<file path="src/hw/rtl/catmull_rom_curve_flattener_top_defines.svh">
// Assertion macros for the Catmull-Rom curve flattener.
// Included by the top level; expects signals clk and rst in scope.
`ifndef CATMULL_ROM_CURVE_FLATTENER_TOP_DEFINES_SVH
`define CATMULL_ROM_CURVE_FLATTENER_TOP_DEFINES_SVH

// Checks a property on every clock edge outside reset.
`define CRCF_CHECK(lbl, prop, msg) \
  lbl: assert property (@(posedge clk) disable iff (rst) prop) else $error(msg);

// Checks that the consequent holds in the cycle after the antecedent.
`define CRCF_CHECK_NEXT(lbl, ante, cons, msg) \
  lbl: assert property (@(posedge clk) disable iff (rst) (ante) |=> (cons)) else $error(msg);

`endif

</file>
<file path="src/hw/rtl/crcf_pkg.sv">
// Package for the Catmull-Rom curve flattener.
// Holds default sizes, register constants, state types and control structs.
package crcf_pkg;

  localparam int COORD_WIDTH = 32;
  localparam int MAX_RES     = 32;
  localparam int RES_WIDTH   = 6;
  localparam int RES_MIN     = 2;
  localparam logic [RES_WIDTH-1:0] RES_RESET = 6'd16;

  typedef enum logic [2:0] {
    T_IDLE,
    T_SQ,
    T_CUBE,
    T_COEF,
    T_KICK,
    T_WAIT,
    T_PUSH
  } top_state_t;

  typedef enum logic [1:0] {
    E_IDLE,
    E_MAC,
    E_SIGN,
    E_DIV
  } eval_state_t;

  typedef struct packed {
    logic start;
  } eval_ctl_t;

  typedef struct packed {
    logic busy;
    logic done;
  } eval_stat_t;

endpackage

</file>
<file path="src/hw/rtl/crcf_ifs.sv">
// Valid/ready channel interfaces for the Catmull-Rom curve flattener.
// Depends on crcf_pkg for the default coordinate width.
interface crcf_point_if #(
  parameter int CW = crcf_pkg::COORD_WIDTH
);
  logic valid;
  logic ready;
  logic signed [CW-1:0] px;
  logic signed [CW-1:0] py;
  logic signed [CW-1:0] pz;
  logic seg_first;
  logic seg_last;

  modport source(output valid, px, py, pz, seg_first, seg_last, input ready);
  modport sink(input valid, px, py, pz, seg_first, seg_last, output ready);
endinterface

interface crcf_sample_if #(
  parameter int CW = crcf_pkg::COORD_WIDTH
);
  logic valid;
  logic ready;
  logic signed [CW-1:0] qx;
  logic signed [CW-1:0] qy;
  logic signed [CW-1:0] qz;
  logic run_end;

  modport source(output valid, qx, qy, qz, run_end, input ready);
  modport sink(input valid, qx, qy, qz, run_end, output ready);
endinterface

</file>
<file path="src/hw/rtl/catmull_rom_curve_flattener_top.sv">
// Top level of the Catmull-Rom curve flattener: point window, sample sequencer,
// resolution register and output word register. Depends on crcf_pkg, crcf_ifs and crcf_eval.
// For each sample, the square, cube and coefficient steps build the sample weights, then
// each of the three coordinates in turn passes through the shared evaluator (four
// multiply-accumulate steps and a restoring divider that retires one quotient bit per
// cycle), then a push step hands the word to the output register once it can take it.
// A point yields R samples, with R the resolution clamped to 2..MAX_RES, and 2R samples
// when it ends a curve. Points are accepted only while no sample work is pending, and
// the output register lets the next sample be computed while a finished word waits.
module catmull_rom_curve_flattener_top #(
  parameter int COORD_WIDTH = crcf_pkg::COORD_WIDTH,
  parameter int MAX_RES     = crcf_pkg::MAX_RES
) (
  input  logic                               clk,
  input  logic                               rst,
  crcf_point_if.sink                         points,
  crcf_sample_if.source                      samples,
  input  logic                               cfg_wr_en,
  input  logic [crcf_pkg::RES_WIDTH-1:0]     cfg_wr_data
);

  `include "catmull_rom_curve_flattener_top_defines.svh"

  localparam int CW  = COORD_WIDTH;
  localparam int IW  = $clog2(MAX_RES);
  localparam int SQW = 2 * IW;
  localparam int MW  = 3 * IW;
  localparam int CFW = MW + 5;
  localparam int RSW = crcf_pkg::RES_WIDTH;

  crcf_pkg::top_state_t state, state_next;

  logic [RSW-1:0]       resolution;
  logic [IW-1:0]        d;
  logic [IW-1:0]        idx;
  logic                 second;
  logic [1:0]           coord;
  logic                 out_valid;
  logic signed [CW-1:0] win [3][3];
  logic signed [CW-1:0] p3 [3];
  logic [SQW-1:0]       sq_i;
  logic [SQW-1:0]       sq_d;
  logic [MW-1:0]        m [4];
  logic signed [CFW-1:0] coef [4];
  logic signed [CW-1:0] res [3];
  logic signed [CW-1:0] smp_x;
  logic signed [CW-1:0] smp_y;
  logic signed [CW-1:0] smp_z;
  logic                 smp_end;

  logic [RSW-1:0]        res_clamped;
  logic                  accept;
  logic                  push;
  logic                  span_done;
  logic signed [CFW-1:0] mx [4];
  logic signed [CW-1:0]  ev_pts [4];
  logic signed [CW-1:0]  ev_q;
  crcf_pkg::eval_ctl_t   ctl;
  crcf_pkg::eval_stat_t  stat;

  always_ff @(posedge clk) begin
    if (rst) begin
      resolution <= crcf_pkg::RES_RESET;
    end else if (cfg_wr_en) begin
      resolution <= cfg_wr_data;
    end
  end

  always_comb begin
    priority if (resolution < RSW'(crcf_pkg::RES_MIN)) begin
      res_clamped = RSW'(crcf_pkg::RES_MIN);
    end else if (resolution > RSW'(MAX_RES)) begin
      res_clamped = RSW'(MAX_RES);
    end else begin
      res_clamped = resolution;
    end
  end

  assign accept    = points.valid && points.ready;
  assign push      = (state == crcf_pkg::T_PUSH) && (!out_valid || samples.ready);
  assign span_done = idx == d;

  always_ff @(posedge clk) begin
    if (rst) begin
      state     <= crcf_pkg::T_IDLE;
      d         <= '0;
      idx       <= '0;
      second    <= 1'b0;
      coord     <= '0;
      out_valid <= 1'b0;
      for (int c = 0; c < 3; c++) begin
        for (int k = 0; k < 3; k++) begin
          win[c][k] <= '0;
        end
      end
    end else begin
      state <= state_next;
      if (accept) begin
        d      <= IW'(res_clamped - RSW'(1));
        idx    <= '0;
        second <= points.seg_last;
        if (points.seg_first) begin
          for (int k = 0; k < 3; k++) begin
            win[0][k] <= points.px;
            win[1][k] <= points.py;
            win[2][k] <= points.pz;
          end
        end
      end
      if (state == crcf_pkg::T_COEF) begin
        coord <= '0;
      end else if ((state == crcf_pkg::T_WAIT) && stat.done) begin
        coord <= coord + 2'd1;
      end
      if (push) begin
        out_valid <= 1'b1;
        if (span_done) begin
          idx    <= '0;
          second <= 1'b0;
          for (int c = 0; c < 3; c++) begin
            win[c][0] <= win[c][1];
            win[c][1] <= win[c][2];
            win[c][2] <= p3[c];
          end
        end else begin
          idx <= idx + IW'(1);
        end
      end else if (samples.ready) begin
        out_valid <= 1'b0;
      end
    end
  end

  always_ff @(posedge clk) begin
    if (accept) begin
      p3[0] <= points.px;
      p3[1] <= points.py;
      p3[2] <= points.pz;
    end
    if (state == crcf_pkg::T_SQ) begin
      sq_i <= SQW'(idx) * SQW'(idx);
      sq_d <= SQW'(d) * SQW'(d);
    end
    if (state == crcf_pkg::T_CUBE) begin
      m[0] <= MW'(sq_d) * MW'(d);
      m[1] <= MW'(sq_d) * MW'(idx);
      m[2] <= MW'(sq_i) * MW'(d);
      m[3] <= MW'(sq_i) * MW'(idx);
    end
    if (state == crcf_pkg::T_COEF) begin
      coef[0] <= (mx[2] <<< 1) - mx[1] - mx[3];
      coef[1] <= (mx[0] <<< 1) - (mx[2] <<< 2) - mx[2] + (mx[3] <<< 1) + mx[3];
      coef[2] <= mx[1] + (mx[2] <<< 2) - (mx[3] <<< 1) - mx[3];
      coef[3] <= mx[3] - mx[2];
    end
    if ((state == crcf_pkg::T_WAIT) && stat.done) begin
      res[coord] <= ev_q;
    end
    if (push) begin
      smp_x   <= res[0];
      smp_y   <= res[1];
      smp_z   <= res[2];
      smp_end <= span_done && !second;
    end
  end

  // The basis is regrouped as one weight per window point, shared by all three coordinates.
  always_comb begin
    for (int k = 0; k < 4; k++) begin
      mx[k] = signed'({{(CFW-MW){1'b0}}, m[k]});
    end
    for (int k = 0; k < 3; k++) begin
      ev_pts[k] = win[coord][k];
    end
    ev_pts[3] = p3[coord];
  end

  always_comb begin
    state_next = state;
    unique case (state)
      crcf_pkg::T_IDLE: begin
        if (points.valid) begin
          state_next = crcf_pkg::T_SQ;
        end
      end
      crcf_pkg::T_SQ: begin
        state_next = crcf_pkg::T_CUBE;
      end
      crcf_pkg::T_CUBE: begin
        state_next = crcf_pkg::T_COEF;
      end
      crcf_pkg::T_COEF: begin
        state_next = crcf_pkg::T_KICK;
      end
      crcf_pkg::T_KICK: begin
        state_next = crcf_pkg::T_WAIT;
      end
      crcf_pkg::T_WAIT: begin
        if (stat.done) begin
          state_next = (coord == 2'd2) ? crcf_pkg::T_PUSH : crcf_pkg::T_KICK;
        end
      end
      crcf_pkg::T_PUSH: begin
        if (push) begin
          state_next = (span_done && !second) ? crcf_pkg::T_IDLE : crcf_pkg::T_SQ;
        end
      end
    endcase
  end

  assign ctl.start     = state == crcf_pkg::T_KICK;
  assign points.ready  = state == crcf_pkg::T_IDLE;
  assign samples.valid = out_valid;
  assign samples.qx    = smp_x;
  assign samples.qy    = smp_y;
  assign samples.qz    = smp_z;
  assign samples.run_end = smp_end;

  crcf_eval #(
    .CW (CW),
    .IW (IW)
  ) u_eval (
    .clk  (clk),
    .rst  (rst),
    .ctl  (ctl),
    .stat (stat),
    .pts  (ev_pts),
    .coef (coef),
    .m0   (m[0]),
    .q    (ev_q)
  );

  `CRCF_CHECK(a_eval_owned, stat.busy |-> state == crcf_pkg::T_WAIT, "evaluator busy outside wait")
  `CRCF_CHECK(a_idx_range, idx <= d, "sample index beyond span length")
  `CRCF_CHECK_NEXT(a_hold_word, state == crcf_pkg::T_PUSH && out_valid && !samples.ready, state == crcf_pkg::T_PUSH, "pending word overwritten")

endmodule

</file>
<file path="src/hw/rtl/crcf_eval.sv">
// Iterative evaluator for one coordinate of one curve sample.
// Multiply-accumulate over four weighted points, then a restoring divider.
// Depends on crcf_pkg for its state type and control structs.
module crcf_eval #(
  parameter int CW = crcf_pkg::COORD_WIDTH,
  parameter int IW = 5
) (
  input  logic                           clk,
  input  logic                           rst,
  input  crcf_pkg::eval_ctl_t            ctl,
  output crcf_pkg::eval_stat_t           stat,
  input  logic signed [CW-1:0]           pts [4],
  input  logic signed [3*IW+4:0]         coef [4],
  input  logic [3*IW-1:0]                m0,
  output logic signed [CW-1:0]           q
);

  localparam int MW   = 3 * IW;
  localparam int CFW  = MW + 5;
  localparam int PW   = CW + CFW;
  localparam int AW   = PW + 1;
  localparam int QB   = CW - 1;
  localparam int RW   = MW + 1;
  localparam int HW   = AW - QB;
  localparam int CNTW = $clog2(QB);

  crcf_pkg::eval_state_t state, state_next;

  logic [1:0]      j;
  logic [CNTW-1:0] cnt;
  logic            done;
  logic [AW-1:0]   acc;
  logic            neg;
  logic            ovf;
  logic [RW-1:0]   rem;
  logic [QB-1:0]   qsh;

  logic signed [PW-1:0] prod;
  logic [AW-1:0]        acc_next;
  logic [AW-1:0]        mag;
  logic [HW-1:0]        hi;
  logic [RW-1:0]        dvs;
  logic                 ovf_c;
  logic [RW:0]          trial;
  logic [RW:0]          diff;
  logic                 ge;
  logic                 last_step;
  logic [CW-1:0]        qmag;

  assign prod      = pts[j] * coef[j];
  assign acc_next  = acc + {prod[PW-1], prod};
  assign mag       = acc[AW-1] ? ~acc : acc;
  assign hi        = mag[AW-1:QB];
  assign dvs       = {m0, 1'b0};
  assign ovf_c     = hi >= {{(HW-RW){1'b0}}, dvs};
  assign trial     = {rem, qsh[QB-1]};
  assign diff      = trial - {1'b0, dvs};
  assign ge        = trial >= {1'b0, dvs};
  assign last_step = cnt == CNTW'(QB - 1);

  always_ff @(posedge clk) begin
    if (rst) begin
      state <= crcf_pkg::E_IDLE;
      j     <= '0;
      cnt   <= '0;
      done  <= 1'b0;
    end else begin
      state <= state_next;
      done  <= (state == crcf_pkg::E_DIV) && last_step;
      if (state == crcf_pkg::E_MAC) begin
        j <= j + 2'd1;
      end else begin
        j <= '0;
      end
      if (state == crcf_pkg::E_DIV) begin
        cnt <= cnt + CNTW'(1);
      end else begin
        cnt <= '0;
      end
    end
  end

  always_ff @(posedge clk) begin
    unique case (state)
      crcf_pkg::E_IDLE: begin
        if (ctl.start) begin
          acc <= {{(AW-MW){1'b0}}, m0};
        end
      end
      crcf_pkg::E_MAC: begin
        acc <= acc_next;
      end
      crcf_pkg::E_SIGN: begin
        neg <= acc[AW-1];
        ovf <= ovf_c;
        rem <= hi[RW-1:0];
        qsh <= mag[QB-1:0];
      end
      crcf_pkg::E_DIV: begin
        rem <= ge ? diff[RW-1:0] : trial[RW-1:0];
        qsh <= {qsh[QB-2:0], ge};
      end
    endcase
  end

  always_comb begin
    state_next = state;
    unique case (state)
      crcf_pkg::E_IDLE: begin
        if (ctl.start) begin
          state_next = crcf_pkg::E_MAC;
        end
      end
      crcf_pkg::E_MAC: begin
        if (j == 2'd3) begin
          state_next = crcf_pkg::E_SIGN;
        end
      end
      crcf_pkg::E_SIGN: begin
        state_next = crcf_pkg::E_DIV;
      end
      crcf_pkg::E_DIV: begin
        if (last_step) begin
          state_next = crcf_pkg::E_IDLE;
        end
      end
    endcase
  end

  // A negative sum is divided as its complement, and the quotient complemented back,
  // which yields the floor.
  assign qmag = {1'b0, qsh};
  assign q    = ovf ? (neg ? {1'b1, {QB{1'b0}}} : {1'b0, {QB{1'b1}}})
                    : (neg ? ~qmag : qmag);

  assign stat.busy = state != crcf_pkg::E_IDLE;
  assign stat.done = done;

endmodule

</file>
<file path="src/flat_wrapper.sv">
// flat-port wrapper written by rule: the top's interface ports become plain ports
module catmull_rom_curve_flattener_top_flat 
#(
  parameter int COORD_WIDTH = crcf_pkg::COORD_WIDTH,
  parameter int MAX_RES     = crcf_pkg::MAX_RES
)
  (clk, rst, cfg_wr_en, cfg_wr_data, points_valid, points_px, points_py, points_pz, points_seg_first, points_seg_last, points_ready, samples_valid, samples_qx, samples_qy, samples_qz, samples_run_end, samples_ready);
  crcf_point_if points_i ();
  crcf_sample_if samples_i ();
  input  logic clk;
  input  logic rst;
  input  logic cfg_wr_en;
  input  logic [crcf_pkg::RES_WIDTH-1:0] cfg_wr_data;
  input wire logic [$bits(points_i.valid)-1:0] points_valid;
  input wire logic [$bits(points_i.px)-1:0] points_px;
  input wire logic [$bits(points_i.py)-1:0] points_py;
  input wire logic [$bits(points_i.pz)-1:0] points_pz;
  input wire logic [$bits(points_i.seg_first)-1:0] points_seg_first;
  input wire logic [$bits(points_i.seg_last)-1:0] points_seg_last;
  output wire logic [$bits(points_i.ready)-1:0] points_ready;
  output wire logic [$bits(samples_i.valid)-1:0] samples_valid;
  output wire logic [$bits(samples_i.qx)-1:0] samples_qx;
  output wire logic [$bits(samples_i.qy)-1:0] samples_qy;
  output wire logic [$bits(samples_i.qz)-1:0] samples_qz;
  output wire logic [$bits(samples_i.run_end)-1:0] samples_run_end;
  input wire logic [$bits(samples_i.ready)-1:0] samples_ready;
  assign points_i.valid = points_valid;
  assign points_i.px = points_px;
  assign points_i.py = points_py;
  assign points_i.pz = points_pz;
  assign points_i.seg_first = points_seg_first;
  assign points_i.seg_last = points_seg_last;
  assign points_ready = points_i.ready;
  assign samples_valid = samples_i.valid;
  assign samples_qx = samples_i.qx;
  assign samples_qy = samples_i.qy;
  assign samples_qz = samples_i.qz;
  assign samples_run_end = samples_i.run_end;
  assign samples_i.ready = samples_ready;
  catmull_rom_curve_flattener_top #(.COORD_WIDTH(COORD_WIDTH), .MAX_RES(MAX_RES)) u_core (.clk(clk), .rst(rst), .points(points_i), .samples(samples_i), .cfg_wr_en(cfg_wr_en), .cfg_wr_data(cfg_wr_data));
endmodule
</file>
<file path="config.mk">
export PLATFORM = sky130hd
export DESIGN_NAME = catmull_rom_curve_flattener_top_flat
export DESIGN_NICKNAME = d
export VERILOG_FILES = /design/src/hw/rtl/crcf_pkg.sv /design/src/hw/rtl/crcf_ifs.sv /design/src/hw/rtl/catmull_rom_curve_flattener_top.sv /design/src/hw/rtl/crcf_eval.sv /design/src/flat_wrapper.sv
export VERILOG_INCLUDE_DIRS = /design/src /design/src/hw/rtl
export SDC_FILE = /design/constraint.sdc
export NUM_CORES = 2
export LEC_CHECK = 0
export BUFFER_PORTS_ARGS = -buffer_cell sky130_fd_sc_hd__buf_4
export CELL_PAD_IN_SITES_DETAIL_PLACEMENT = 1
export CELL_PAD_IN_SITES_GLOBAL_PLACEMENT = 2
export CORE_MARGIN = 1.5
export CORE_UTILIZATION = 43
export DETAILED_ROUTE_END_ITERATION = 8
export GPL_ROUTABILITY_DRIVEN = 0
export GPL_TIMING_DRIVEN = 1
export PLACE_DENSITY_LB_ADDON = 0.1
export SYNTH_ARGS = -nofsm -noshare
export SYNTH_HDL_FRONTEND = slang
export SYNTH_HIERARCHICAL = 1
export SYNTH_SLANG_ARGS = --single-unit
export TNS_END_PERCENT = 50
</file>
<file path="constraint.sdc">
create_clock -name clk -period 21.2 [get_ports clk]
set_input_delay 2.12 -clock clk [delete_from_list [all_inputs] [get_ports clk]]
set_output_delay 2.12 -clock clk [all_outputs]
set_load 0.03 [all_outputs]
</file>
Yosys cells after proc, flatten, opt, wreduce, memory -nomap -nowiden
Memories as Yosys holds them, arrays and structs flattened. A register that Yosys moved wholly into a read port is not among the register bits.
Index checks and enable logic that the tools add are counted.

word-level totals
  memories = 4
  flip-flop bits (word level) = 236
  input port bits = 109
  output and inout port bits = 99
  word-level logic and storage cells = 191
  memory bits (writable) = 540

operators by class
  equality and inequality tests = 19
  $add $sub $neg = 17
  magnitude comparators = 5
  mux-type cells = 73
  bitwise gates (word level) = 23
  reduce and logical (&&, ||, !) cells = 20
  $mul = 7

memories
  name        words  width  read ports  clocked after memory_dff  wr ports  RTL line                               source
  u_core.win  3      96     4           1                         3         catmull_rom_curve_flattener_top.sv:39  logic signed [CW-1:0] win [3][3];
  u_core.p3   3      32     4           1                         3         catmull_rom_curve_flattener_top.sv:40  logic signed [CW-1:0] p3 [3];
  u_core.res  3      32     3           3                         1         catmull_rom_curve_flattener_top.sv:45  logic signed [CW-1:0] res [3];
  u_core.m    4      15     4           0                         4         catmull_rom_curve_flattener_top.sv:43  logic [MW-1:0] m [4];

operators with widths
  kind                                          number
  two-way mux 32 bit                            23
  two-way mux 53 bit                            2
  one-hot mux 53 bit (2 select lines)           1
  binary-select mux 32 bit (select 2 bit)       1
  one-hot mux 31 bit (2 select lines)           1
  multiplier 10 x 5 -> 15 bit                   4
  subtractor 20 x 16 -> 20 bit                  3
  adder 53 bit                                  1
  inverter 53 bit                               1
  multiplier 32 x 20 -> 52 bit                  1
  binary-select mux 20 bit (select 2 bit)       1
  two-way mux 20 bit                            2
  inverter 31 -> 32 bit                         1
  one-hot mux 16 bit (2 select lines)           1
  two-way mux 5 bit                             5
  greater-or-equal comparator 22 x 16 -> 1 bit  1
  two-way mux 1 bit                             22
  one-hot mux 3 bit (7 select lines)            1
  adder 20 x 16 -> 20 bit                       1
  adder 20 x 17 -> 20 bit                       1
  multiplier 5 x 5 -> 10 bit                    2
  subtractor 20 x 17 -> 20 bit                  1
  adder 15 x 17 -> 18 bit                       1
  OR 1 bit                                      18
  other kinds (35)                              68

Logic depth before layout (Yosys ltp)
  depth in word-level cells = 7
  depth in mapped cells = 47
  gate-level depth less buffers = 42

Hierarchy
Netlist, hierarchy kept.

modules (own cells, without submodules)
  module                           seq. area each (sq um)  times used  area an instance (sq um)  cells an instance
  catmull_rom_curve_flattener_top  22331.4                 1           40461.3                   3199
  crcf_eval                        3263.1                  1           33270.7                   3827

Least setup slack after synthesis
No wires, ideal clock.

  path type = input -> register
  start point = input samples_ready
  end point = memory u_core/win[0][0] in the netlist's numbering, enable pin
  setup time = 0.594 ns
  required time = 20.606 ns
  path buffers = 0
  arrival = 15.166 ns
  stages on the path = 6
  setup slack = 5.440 ns
  cells stage by stage = nand2b_1 -> nor3b_1 -> inv_1 -> nor2_1 -> nor2_1 -> nand2_1

RTL lines
  element             RTL line                               source
  start: declaration  flat_wrapper.sv:26                     input wire logic [$bits(samples_i.ready)-1:0] samples_ready;
  end: declaration    catmull_rom_curve_flattener_top.sv:39

==> Flow_metrics.wiki <==
{| class="wikitable"
! Metric !! Value
|-
| Maximum fanout along the worst path || 52
|-
| Actual slew at the worst max-slew pin || 1.267 ns
|-
| Shortest clock period the worst path allows after layout || approximately 12 ns
|-
| GR Util All Layers || 0.2497
|-
| Total congestion overflow after global routing || 0
|-
| Hold Path End || u_core/samples.qx[2]
|-
| Port Buf Inserts || slightly above 200
|-
| TritonCTS clock tree || built
|-
| Destination of the worst register-to-register timing path || u_core/u_eval/acc[51]
|-
| First-pass GRT wire length || 334600 µm
|-
| Kind of cell adding the most delay to the critical path || adder cells
|-
| Average size of a mapped cell || between 10 and 15 µm²
|-
| Floorplan core area || between 0.15 and 0.2 mm²
|-
| Number of DRC markers in iteration 0 || about 2700
|-
| Top Ports || between 200 and 250
|-
| Number of hold violations in the final report || 0
|-
| Critical hold path startpoint || u_core/res[0][2]
|-
| Crit start category || flip-flop
|-
| Longest Clk Path Bufs || 3
|-
| Largest stage delay on the critical path || 0.86 ns
|-
| Status || finished, final reports clean
|-
| Post CTS Setup Buffer Count || 0
|-
| Register-to-register setup slack || 9.22 ns
|-
| Placement Rows || around 150
|-
| Vertical die dimension || 417.1 µm
|-
| Seq cells post-synth || around 860
|-
| Clock tree skew after final layout || roughly 0.033 ns
|-
| Final period utilization || 0.5653
|-
| Total count of max-transition violations in the final report || 0
|-
| Hold Crit Depth || 0
|-
| Final WL || 214500 µm
|-
| Required time at the worst-slack endpoint || roughly 22 ns
|-
| Netlist cell types || 95
|-
| Max-Cap Viols || 0
|-
| Die outline area || 0.1740 mm²
|-
| Number of instances resized during post-cts repair || 0
|-
| Most used flip-flop cell after synthesis || sky130_fd_sc_hd__edfxtp_1
|-
| Relative slew slack || 0.1496
|-
| Final-report setup violation count || 0
|-
| TritonRoute pass-1 iters || 7
|-
| Final routed DRC violation total || 0
|-
| Post-synthesis cell area || about 0.074 mm²
|-
| Net total in the final layout || 8438
|-
| Arrival time of the worst setup path || roughly 13 ns
|-
| Initial standard-cell utilization of the core || 0.4341
|-
| Count of buffer and inverter cells on the critical path || 5
|-
| Estimated wirelength of the detail-placed design || 162900 µm
|-
| Die outline width || 417.1 µm
|-
| Critical path's most frequent cell || sky130_fd_sc_hd__fa_1
|-
| # hold bufs at CTS || 0
|-
| Class of the tightest hold or removal check || reg2reg
|-
| Area post-placement || 0.07767 mm²
|-
| Final standard cell area without fillers || between 0.08 and 0.09 mm²
|-
| Number of enable-type register cells in the synthesized netlist || a little over 800
|-
| Max Clk Rate || between 80 and 90 MHz
|-
| Share of synthesized area occupied by flip-flops and latches || 0.3471
|-
| Root cell of the clock tree || sky130_fd_sc_hd__clkbuf_16
|-
| Via count || 51470
|-
| Fraction of final layout cells with drive strength greater than 1 || 0.07821
|-
| Antenna violations before repair || 9
|-
| RSZ-0062 raised after global routing || no
|-
| Critical path class || reg2reg
|-
| Gate Count Post-Synth || ~7000
|-
| CTS HTree Levels || 3
|-
| Type of element capturing the critical path || flip-flop
|-
| CTS sink cnt || ~860
|-
| Cell depth of the worst flop-to-flop path || 37
|-
| Routed length per placed instance || around 23 µm
|-
| Antenna Nets Post-Route || 0
|-
| Vias per std cell || around 5.5
|-
| Number of warning messages in the yosys log || 6
|-
| Clock-pin transition on the worst setup and hold timing paths || about 0.06 ns
|-
| Number of global-route vias before repair || between 50000 and 60000
|-
| Setup_tns || 0 ns
|-
| Source-to-sink clock delay at the later pin of the worst-skew pair || between 0.7 and 0.8 ns
|-
| Inserted Clock Buffers || 100
|-
| FFs w/ async S/R, synth || 0
|-
| Area Overhead vs Synth || 9.595%
|-
| Worst path slowest cell || sky130_fd_sc_hd__buf_4
|-
| Maximum number of pins on one net before global-route repair || between 200 and 250
|}
[cell type report]
| class | count | area [µm²] |
|---|---|---|
| diodes | 2 | 5.005 |
| clock buffers | 126 | 2640 |
| clock inverters | 58 | 494.2 |
| fillers | 18460 | 89040 |
| inverters | 1014 | 3806 |
| multi-input cells | 4827 | 43210 |
| flip-flops and latches | 864 | 25610 |
| well taps | 2218 | 2775 |
| repair buffers | 297 | 2267 |
[state kept, by name, summed over array words and instances (netlist names), 2 cells and up, named ones only]
signal / cells
u_core/coef: 72
u_core/coord: 2
u_core/d: 5
u_core/idx: 5
u_core/m: 60
u_core/p3: 96
u_core/res: 96
u_core/resolution: 6
u_core/samples.qx: 32
u_core/samples.qy: 32
u_core/samples.qz: 32
u_core/sq_d: 9
u_core/sq_i: 9
u_core/state: 3
u_core/u_eval/acc: 53
u_core/u_eval/cnt: 5
u_core/u_eval/j: 2
u_core/u_eval/qsh: 31
u_core/u_eval/rem: 16
u_core/u_eval/state: 2
u_core/win: 288
[cells in the final DEF, fill, tap and decap left out, types with 11 or more instances in the layout]
cell type                   instances
sky130_fd_sc_hd__clkinv_2          15
sky130_fd_sc_hd__o21ai_1           55
sky130_fd_sc_hd__nand4_1           26
sky130_fd_sc_hd__nand2b_1          43
sky130_fd_sc_hd__xnor2_1          242
sky130_fd_sc_hd__edfxtp_1         829
sky130_fd_sc_hd__o31ai_1           15
sky130_fd_sc_hd__o21ai_0          255
sky130_fd_sc_hd__a22o_1           289
sky130_fd_sc_hd__a21oi_1          240
sky130_fd_sc_hd__nor2_1           540
sky130_fd_sc_hd__inv_1           1014
sky130_fd_sc_hd__or3_1             12
sky130_fd_sc_hd__mux4_2            11
sky130_fd_sc_hd__o21ai_2           17
sky130_fd_sc_hd__buf_4            294
sky130_fd_sc_hd__nand3_1           54
sky130_fd_sc_hd__nor3_1            58
sky130_fd_sc_hd__o21bai_1          37
sky130_fd_sc_hd__fa_1             777
sky130_fd_sc_hd__ha_1             447
sky130_fd_sc_hd__a31oi_1           27
sky130_fd_sc_hd__nor2b_1           49
sky130_fd_sc_hd__and2_1           160
sky130_fd_sc_hd__and3_1            22
sky130_fd_sc_hd__clkbuf_16        100
sky130_fd_sc_hd__clkbuf_1          22
sky130_fd_sc_hd__mux2_2            44
sky130_fd_sc_hd__dfxtp_1           31
sky130_fd_sc_hd__mux2i_1          199
sky130_fd_sc_hd__o21a_1            79
sky130_fd_sc_hd__nand2_1          731
sky130_fd_sc_hd__a21boi_0          11
sky130_fd_sc_hd__or2_2             11
sky130_fd_sc_hd__a211oi_1          25
sky130_fd_sc_hd__clkinv_1          20
sky130_fd_sc_hd__a21o_1            96
sky130_fd_sc_hd__xor2_1            78
[how the worst max path moves through the flow]
stage                  startpoint               endpoint  slack (ns)  depth (start not counted)
floorplan           samples_ready       u_core/win[0][0]        5.44                          6
global placement        flip-flop  u_core/u_eval/acc[52]        9.50                         38
detailed placement      flip-flop  u_core/u_eval/acc[52]        9.25                         38
CTS                     flip-flop  u_core/u_eval/acc[52]        9.23                         38
global route            flip-flop  u_core/u_eval/acc[52]        8.54                         36
finish                  flip-flop  u_core/u_eval/acc[51]        9.22                         37
[synthesized netlist by cell type (54+ instances only)]
| master | instances | share of area |
|---|---|---|
| sky130_fd_sc_hd__edfxtp_1 | 829 | 0.34 |
| sky130_fd_sc_hd__nor2_1 | 543 | 0.028 |
| sky130_fd_sc_hd__a22o_1 | 289 | 0.034 |
| sky130_fd_sc_hd__o21a_1 | 79 | 0.0080 |
| sky130_fd_sc_hd__ha_1 | 448 | 0.076 |
| sky130_fd_sc_hd__inv_1 | 1014 | 0.052 |
| sky130_fd_sc_hd__a21o_1 | 96 | 0.0098 |
| sky130_fd_sc_hd__nor3_1 | 58 | 0.0039 |
| sky130_fd_sc_hd__nand3_1 | 54 | 0.0037 |
| sky130_fd_sc_hd__and2_1 | 164 | 0.014 |
| sky130_fd_sc_hd__o21ai_1 | 61 | 0.0041 |
| sky130_fd_sc_hd__o21ai_0 | 264 | 0.018 |
| sky130_fd_sc_hd__fa_1 | 777 | 0.21 |
| sky130_fd_sc_hd__nand2_1 | 733 | 0.037 |
| sky130_fd_sc_hd__clkbuf_1 | 276 | 0.014 |
| sky130_fd_sc_hd__xor2_1 | 78 | 0.0093 |
| sky130_fd_sc_hd__a21oi_1 | 240 | 0.016 |
| sky130_fd_sc_hd__xnor2_1 | 242 | 0.029 |
| sky130_fd_sc_hd__mux2i_1 | 199 | 0.027 |
[worst register-to-register path, delay by kind of cell, from the launching register on]
family / cells / cell delay (ns)
buf+inv: 5 / 1.14
mux: 2 / 0.63
simple gates: 9 / 1.49
fa+ha+maj: 9 / 4.38
flops: 1 / 0.74
compound gates: 11 / 3.23
xor+xnor: 1 / 0.22
[cell families (layout without fill, tap and decap cells)]
group | count (synthesis) | in the layout | share of synthesized area
AOI/OAI and AO/OA | 1262 | 1262 | 0.1168
DFF | 864 | 864 | 0.3471
other | 2 | 10 | 0.0001019
muxes | 256 | 256 | 0.03745
adders and majority gates | 1225 | 1225 | 0.2870
xor gates and xnor gates | 321 | 321 | 0.03823
and+or+nand+nor | 1755 | 1755 | 0.1045
buffers and inverters | 1341 | 1495 | 0.06879
[through the flow]
step | utilization | setup WS, ns | std cells | hold WS, ns
floorplan | - | 5.440 | 7032 | 0.4003
global placement | 0.4573 | 9.496 | 9220 | 0.4018
detailed placement | 0.4573 | 9.246 | 9220 | 0.4056
CTS | 0.4757 | 9.230 | 9404 | 0.4041
global route | 0.4757 | 8.535 | 9405 | 0.4082
finish | 0.4758 | 9.216 | 9406 | 0.3985
[routing by layer]
layer,track usage,up-vias,share of wire
met2,0.4289,762,0.49
met3,0.02965,235,0.035
met4,0.06347,4,0.023
met5,0,-,0.00013
met1,0.3343,26780,0.45
li1,-,23690,-
Power is not shown: default switching activity piles up to over one toggle a cycle in this logic, so the estimate is an artifact.
